File: src/rtl/pimt_pkg.sv
package pimt_pkg;

	localparam int PEER_SLOTS = 64;
	localparam int ID_SPACE   = 256;

	localparam int SW = $clog2(PEER_SLOTS);
	localparam int IW = $clog2(ID_SPACE);
	localparam int CW = $clog2(ID_SPACE + 1);

	typedef enum logic [1:0] {
		CMD_MAP      = 2'd0,
		CMD_UNMAP    = 2'd1,
		CMD_FIND_KEY = 2'd2,
		CMD_FIND_ID  = 2'd3
	} cmd_t;

	typedef enum logic [2:0] {
		ST_OK         = 3'd0,
		ST_ID_RANGE   = 3'd1,
		ST_UNKNOWN_ID = 3'd2,
		ST_FULL       = 3'd3,
		ST_NO_KEY     = 3'd4
	} status_t;

	typedef struct packed {
		cmd_t          cmd;
		logic [IW-1:0] id;
		logic          oor;
		logic [7:0]    vdev;
		logic [47:0]   mac;
	} qitem_t;

endpackage

File: src/rtl/pimt_req_if.sv
interface pimt_req_if;
	logic        valid;
	logic        ready;
	logic [1:0]  command;
	logic [15:0] peer_id;
	logic [7:0]  vdev_id;
	logic [47:0] mac_addr;

	modport source(output valid, command, peer_id, vdev_id, mac_addr, input ready);
	modport sink(input valid, command, peer_id, vdev_id, mac_addr, output ready);
endinterface

File: src/rtl/pimt_front.sv
module pimt_front
	import pimt_pkg::*;
(
	input  logic        clk,
	input  logic        arst_n,
	pimt_req_if.sink    req,
	output logic        q_valid,
	output qitem_t      q_item,
	input  logic        q_ready
);

	qitem_t     buf_q [2];
	logic       wp_q, rp_q;
	logic [1:0] cnt_q;
	qitem_t     cls;
	logic       push, pop;

	always_comb begin
		cls.cmd  = cmd_t'(req.command);
		cls.id   = req.peer_id[IW-1:0];
		cls.oor  = req.peer_id >= 16'(ID_SPACE);
		cls.vdev = req.vdev_id;
		cls.mac  = req.mac_addr;
	end

	assign req.ready = cnt_q != 2'd2;
	assign push      = req.valid && req.ready;
	assign q_valid   = cnt_q != 2'd0;
	assign pop       = q_valid && q_ready;
	assign q_item    = buf_q[rp_q];

	always_ff @(posedge clk) begin
		if (push)
			buf_q[wp_q] <= cls;
	end

	always_ff @(posedge clk or negedge arst_n) begin
		if (!arst_n) begin
			wp_q  <= 1'b0;
			rp_q  <= 1'b0;
			cnt_q <= 2'd0;
		end else begin
			if (push)
				wp_q <= ~wp_q;
			if (pop)
				rp_q <= ~rp_q;
			cnt_q <= cnt_q + 2'(push) - 2'(pop);
		end
	end

endmodule

File: src/flat_wrapper.sv
// flat-port wrapper written by rule: the top's interface ports become plain ports
module pimt_front_flat import pimt_pkg::*;
  (clk, arst_n, q_valid, q_item, q_ready, req_valid, req_command, req_peer_id, req_vdev_id, req_mac_addr, req_ready);
  pimt_req_if req_i ();
  input  logic clk;
  input  logic arst_n;
  output logic q_valid;
  output qitem_t q_item;
  input  logic q_ready;
  input wire logic [$bits(req_i.valid)-1:0] req_valid;
  input wire logic [$bits(req_i.command)-1:0] req_command;
  input wire logic [$bits(req_i.peer_id)-1:0] req_peer_id;
  input wire logic [$bits(req_i.vdev_id)-1:0] req_vdev_id;
  input wire logic [$bits(req_i.mac_addr)-1:0] req_mac_addr;
  output wire logic [$bits(req_i.ready)-1:0] req_ready;
  assign req_i.valid = req_valid;
  assign req_i.command = req_command;
  assign req_i.peer_id = req_peer_id;
  assign req_i.vdev_id = req_vdev_id;
  assign req_i.mac_addr = req_mac_addr;
  assign req_ready = req_i.ready;
  pimt_front u_core (.clk(clk), .arst_n(arst_n), .req(req_i), .q_valid(q_valid), .q_item(q_item), .q_ready(q_ready));
endmodule
File: config.mk
export PLATFORM = sky130hd
export DESIGN_NAME = pimt_front_flat
export DESIGN_NICKNAME = d
export VERILOG_FILES = /design/src/rtl/pimt_pkg.sv /design/src/rtl/pimt_req_if.sv /design/src/rtl/pimt_front.sv /design/src/flat_wrapper.sv
export SDC_FILE = /design/constraint.sdc
export NUM_CORES = 1
export LEC_CHECK = 0
export ABC_CLOCK_PERIOD_IN_PS = 11900
export BUFFER_PORTS_ARGS = -buffer_cell sky130_fd_sc_hd__buf_2
export CORE_MARGIN = 2
export CORE_UTILIZATION = 55
export CTS_CLUSTER_DIAMETER = 50
export DETAILED_ROUTE_END_ITERATION = 16
export PLACE_DENSITY = 0.84
export SYNTH_ARGS = -nofsm -noshare
export SYNTH_HDL_FRONTEND = slang
export SYNTH_SLANG_ARGS = --single-unit
File: constraint.sdc
create_clock -name clk -period 11.9 [get_ports clk]
set_input_delay 3.57 -clock clk [delete_from_list [all_inputs] [get_ports clk]]
set_output_delay 3.57 -clock clk [all_outputs]
set_load 0.02 [all_outputs]
==> run metrics, run 1 <==
Routability Congestion=0.694; core box area=9150 sq um; DRT Pass-1 Iters=4; fin nets=470; Antenna diodes=0; Area Overhead vs Synth=27.3%; Die ar.=10100 sq um; R2R setup slack=9.48 ns; DP HPWL=5530 microns; H-tree depth=4; Layout Utilization=71.6%; Placed Cells=482; Slew @ Worst Pin=1.03 ns; Hold Crit Class=reg2reg; Min Hold Slack=0.515 ns; Final Non-Filler Cells=514; 1st-iter DRT viols=87; RSZ-0062 raised after global routing=false; Port Buf Inserts=146; outcome=completed; Clk network pwr share=28.9%; DRT antenna net count=0; Mapped Area=5150 sq um; die width=101 microns; Worst Path Buf+Inv=1; synth unique cells=18; synthesized area per cell=22.3 sq um; root buffer cell=clkbuf_8; setup_tns=0 ns; clk slew on worst S/H paths=0.06 ns; die height=101 microns; vias in the first global route=2698; Wirelength per Cell=16.8 microns; Arrival @ worst endpoint=2.25 ns; power density over the cells=267 nW/um^2; Net Switching=0.558 mW; skew final=0.00724 ns; combinational share of power=28.7%; kind of critical path=reg2out; Max Freq=172 MHz; DR vias=2630; layout cells sized above 1=62.3%; worst path cell trace=mux2_2, buf_2; worst path required time=8.33 ns; clock sinks=138; startpoint types=register; commonest non-fill, non-tap cell in the layout=buf_2; Residual DRC=0; slowest cell on the critical path=dfrtp_4; global route total overflow=0; slew margin rel.=31.4%; register bit count reported by yosys=138; leakage power=2.56 nW; Core Rows=35; CP max FO=68; first-pass GRT wire length=13000 microns; Initial Util=56.2%; commonest cells after routing, fill and taps aside=buf_2 (146), edfxtp_1 (134), mux2_2 (47); clock latency on the worst-skew pair=0.50 ns; GRT Util Overall=17.3%; yosys warns=0; total CTS buffers=17; CTS tree=built; largest net degree at the start of global routing=69; CTS Hold Buffers Added=0; Post-CTS Resized=0; fin crit period=5.82 ns; Sw Share=31.9%; Critical Path Sink Type=output port; I/O pin total=147; Max-Cap Viols=0; fin. max-slew vios=0; final WL=8640 microns; drt via density=5.12; CTS Buffer Depth=2; cell count after synthesis=231; net count after synthesis=311; max incr delay on CP=1.06 ns; VDD IR-drop max=232 uV; fin crit share=48.9%; crit-path leading delay family=flip-flops; Pint=1.19 mW; final setup violation count=0; final-report hold violation count=0; initial antenna violation count=0; Post CTS Setup Buffer Count=0; Seq/Total Area, Yosys=80.1%; Flop pwr share=42.4%
## routing by layer
| layer | global-route usage (%) | vias to the layer above | share of wire, % |
|---|---|---|---|
| li1 | - | 1230 | - |
| met1 | 21.0 | 1285 | 41 |
| met2 | 28.8 | 102 | 51 |
| met3 | 5.48 | 13 | 6.7 |
| met4 | 7.27 | 0 | 1.3 |
| met5 | 0 | - | 0 |
## cells in the mapped netlist (all sizes together)
master	count	area, sq um
edfxtp	134	4020
mux2	67	830
buf	8	72.6
dfrtp	4	100
inv	3	11.3
xnor2	3	26.3
ha	2	25.0
nand2	2	7.51
nor4	2	12.5
and2	1	6.26
and3	1	6.26
nand2b	1	6.26
nor2	1	3.75
or2	1	6.26
xor2	1	8.76
## path summary, 6_finish.rpt
| path | cells past startpoint | endpoint | startpoint |
|---|---|---|---|
| min in group asynchronous | 1 | u_core.cnt_q[0]$_DFF_PN0_ | arst_n |
| max reg2reg | 4 | u_core.buf_q[0][26]$_DFFE_PP_ | u_core.cnt_q[1]$_DFF_PN0_ |
| min | 1 | u_core.cnt_q[1]$_DFF_PN0_ | u_core.cnt_q[1]$_DFF_PN0_ |
| max in group asynchronous | 1 | u_core.rp_q$_DFFE_PN0P_ | arst_n |
| min reg2reg | 1 | u_core.cnt_q[1]$_DFF_PN0_ | u_core.cnt_q[1]$_DFF_PN0_ |
| max | 2 | q_item[66] | u_core.rp_q$_DFFE_PN0P_ |
## cells by family after synthesis
family                   Yosys count  share of synthesized area [%]
XOR/XNOR                           4                          0.681
multiplexers                      67                           16.1
flip-flops                       138                           80.1
buffers and inverters             11                           1.63
AND/OR/NAND/NOR                    9                          0.948
adder cells (fa/ha/maj)            2                          0.486
## power by group through the flow
stage | Clock (mW) | Sequential [mW] | Combinational (mW)
floorplan | 0 | 0.701 | 0.415
global placement | 0 | 0.747 | 0.501
detailed placement | 0 | 0.755 | 0.508
CTS | 0.514 | 0.745 | 0.509
global route | 0.535 | 0.756 | 0.535
finish | 0.505 | 0.742 | 0.502
## state kept, by name, indices dropped and copies added, names as in the netlist
register	count
u_core.buf_q	134
u_core.cnt_q	2
u_core.rp_q	1
u_core.wp_q	1
## metrics by stage
stage	instance area (sq um)	total power, mW	worst slack, ns
2_1_floorplan	5150	1.12	4.94
3_3_place_gp	5970	1.25	6.41
3_5_place_dp	5970	1.26	6.34
4_1_cts	6550	1.77	6.07
5_1_grt	6550	1.83	5.97
6_report	6550	1.75	6.08
## cell type report
| type | instances | area [sq um] |
|---|---|---|
| Timing Repair Buffer | 148 | 746 |
| Fill cell | 537 | 2600 |
| Multi-Input combinational cell | 82 | 947 |
| Inverter | 3 | 11.3 |
| Clock buffer | 17 | 414 |
| Tap cell | 111 | 139 |
| Clock inverter | 15 | 164 |
| Sequential cell | 138 | 4130 |
Note: power is estimated with default switching activity, not from simulation.
==> run 2, diff against run 1 <==
- ABC_AREA: unset -> 1
- ABC_CLOCK_PERIOD_IN_PS: 11900 -> 4800
- CORE_UTILIZATION: 55 -> 46
- PLACE_DENSITY: 0.84 -> 0.75
- clock period: 11.9 -> 4.8 ns (I/O delays scaled with it)
==> run 2 against run 1 <==
  * Worst hold slack got worse by 0.036 ns
  * Utilization fell by 11 points
  * Sequential power rose by 130%
  * Non-clock buffer count is 2 higher
  * Sequential cell count unchanged
==> run metrics, run 2 <==
outcome=completed; vias in the first global route=3049 (+13%); Mapped Area=5130 sq um (-0.22%); slew margin rel.=23.8% (-7.6 points); Area Overhead vs Synth=28.8%; adder-cell share of the synthesized area=0.487% (+0.0011 points); VDD IR-drop max=395 uV (+70%); Pint=2.94 mW (+150%); register bit count reported by yosys=138 (unchanged); startpoint types=register; worst path required time=3.36 ns (-4.97 ns); Levels on crit path=4 (+2); RSZ-0062 raised after global routing=false; max incr delay on CP=0.82 ns (-0.24 ns); Core Rows=38 (+8.6%); H-tree depth=4 (unchanged); net count after synthesis=468 (+50%); global route total overflow=0 (unchanged); Hold Path Cell Cnt=2 (+1); Synth area leaders=edfxtp_1 (78%), nand2_1 (16%), dfrtp_1 (1.9%); clock sinks=138 (unchanged); worst path cell trace=inv_2, nand2_1, nand2_1, buf_2; commonest cells after routing, fill and taps aside=nand2_1 (214), buf_2 (146), edfxtp_1 (134); GRT Util Overall=16.4% (-0.92 points); Net Switching=1.59 mW (+180%); Port Buf Inserts=146 (unchanged); area leader, netlist=edfxtp_1; Slew @ Worst Pin=1.14 ns (+0.113 ns); highest routed layer=met5; die width=110 microns (+8.9%); Sw Share=35.1% (+3.2 points); Flop pwr share=37.6% (-4.8 points); Placed Cells=663 (+38%); WL met1=3980 microns (+13%); crit-path leading delay family=buffers and inverters; kind of critical path=reg2out; die height=110 microns (+8.9%); Met3 Wirelength=772 microns (+33%); clock latency on the worst-skew pair=0.52 ns (+0.02 ns); Top Registers=u_core.buf_q: 134 flops, u_core.cnt_q: 2 flops; CTS Hold Buffers Added=0 (unchanged); Tot Pwr=4.53 mW (+160%); CTS tree=built; Post-CTS Resized=0 (unchanged); Arrival @ worst endpoint=2.17 ns (-0.08 ns); Async SR Flop Fraction=2.90% (unchanged); DRT antenna net count=0 (unchanged); DR vias=3247 (+23%); Hold Crit Class=reg2reg; synth unique cells=12 (-6); CTS Buffer Depth=2 (unchanged); Max Freq=277 MHz; layout cells sized above 1=33.2% (-29 points); commonest non-fill, non-tap cell in the layout=nand2_1; Worst Path Buf+Inv=2 (+1); final setup violation count=0 (unchanged); clk slew on worst S/H paths=0.06 ns (about the same); core box area=10900 sq um (+19%); Wirelength per Cell=13.6 microns (-19%); R2R setup slack=2.79 ns (-6.69 ns); Initial Util=47.2% (-9.1 points); Top reg by flops=u_core.buf_q; post-synthesis simple-gate area fraction=16.4% (+15 points); Seq/Total Area, Yosys=80.3% (+0.18 points); CP max FO=68 (unchanged); Max-Cap Viols=0 (unchanged); Reg2Reg Depth=4 (unchanged); max reg flops=134 (unchanged); synthesized area per cell=13.2 sq um (-41%); Residual DRC=0 (unchanged); Setup WS pre-CTS=1.68 ns (-4.66 ns); final-report hold violation count=0 (unchanged); skew final=0.00676 ns (-0.000483 ns); combinational share of power=32.0% (+3.3 points); first-pass GRT wire length=14300 microns (+10%); initial antenna violation count=1 (+1); Die ar.=12000 sq um (+19%); launching point of the worst reg2reg path=u_core.cnt_q[1]$_DFF_PN0_; largest net degree at the start of global routing=69 (unchanged); Routability Congestion=0.736 (+6.0%); Top cell by count, worst path=nand2_1; Post CTS Setup Buffer Count=0 (unchanged); met2 wire length=4610 microns (+4.3%); fin nets=622 (+32%); yosys warns=0 (unchanged); xor and xnor area share after synthesis=0% (-0.68 points); Critical Path Sink Type=output port; setup_tns=0 ns (unchanged); cell count after synthesis=388 (+68%); Post-synth EDFFs=134 (unchanged); Final Non-Filler Cells=695 (+35%); Crit. Startpoint=u_core.rp_q$_DFFE_PN0P_; Post-synth top cells=nand2_1 (214), edfxtp_1 (134), buf_2 (9), inv_1 (9), nor2_1 (5); DRT Pass-1 Iters=4 (unchanged); final WL=9450 microns (+9.4%); DP HPWL=5840 microns (+5.6%); slowest cell on the critical path=inv_2; total CTS buffers=17 (unchanged); fin crit period=3.61 ns; Synth Area in Compound Gates=0% (unchanged); fin crit share=75.1%; fin. max-slew vios=0 (unchanged); root buffer cell=clkbuf_8; Synth top area share=78.4% (+0.17 points); Worst Slack Setup Final=1.19 ns (-4.88 ns); largest family of logic cells by synthesized area=simple AND/OR/NAND/NOR gates; leakage power=2.91 nW (+14%); worst hold start=u_core.wp_q$_DFFE_PN0P_; mux contribution to synthesized area=0% (-16 points); count leader, synth=nand2_1; power density over the cells=685 nW/um^2 (+160%); I/O pin total=147 (unchanged); Synth Flop Type=edfxtp_1; Clk network pwr share=30.4% (+1.5 points); Layout Utilization=60.7% (-11 points); drt via density=4.67 (-8.7%); Antenna diodes=0 (unchanged); 1st-iter DRT viols=160 (+84%)
[run 2: final timing paths]
check	end
setup / recovery	q_item[65]
hold / removal	u_core.wp_q$_DFFE_PN0P_
setup reg to reg	u_core.buf_q[0][66]$_DFFE_PP_
hold reg to reg	u_core.wp_q$_DFFE_PN0P_
max in group asynchronous	u_core.rp_q$_DFFE_PN0P_
min in group asynchronous	u_core.wp_q$_DFFE_PN0P_
[run 2: area by class of cell]
| class | instances | area [sq um] |
|---|---|---|
| inverters | 10 | 37.5 |
| clock inverters | 15 | 223 |
| flip-flops and latches | 138 | 4130 |
| fillers | 862 | 4280 |
| multi-input cells | 225 | 876 |
| clock buffers | 17 | 414 |
| repair buffers | 150 | 761 |
| well taps | 140 | 175 |
[run 2: power by group through the flow]
stage          sequential [mW]  combinational, mW  clock (mW)
5_1_grt                   1.73               1.61        1.45
3_5_place_dp              1.73               1.48           0
4_1_cts                   1.71               1.48        1.40
6_report                  1.70               1.45        1.38
3_3_place_gp              1.72               1.45           0
2_1_floorplan             1.72               1.01           0
[run 2: tightest hold or removal path: cells and delay by family (launching register included)]
kind	cells	cell delay, ns
AND/OR/NAND/NOR	2	0.10
flip-flops	1	0.34
[run 2: cells by family (layout without fill, tap and decap cells)]
family / Yosys count / count (layout)
fa+ha+maj: 2 / 2
buf+inv: 25 / 192
flops: 138 / 138
simple gates: 223 / 223
[run 2: routing by layer]
layer | up-vias | global-route usage (%)
li1 | 1610 | -
met1 | 1497 | 19.9
met2 | 129 | 25.7
met3 | 9 | 7.23
met4 | 2 | 6.51
met5 | - | 0
[run 2: stage by stage]
stage / cell area (sq um) / hold WS (ns)
finish: 6610 / 0.479
global placement: 5970 / 0.453
CTS: 6610 / 0.481
detailed placement: 5970 / 0.466
global route: 6610 / 0.512
floorplan: 5140 / 0.442
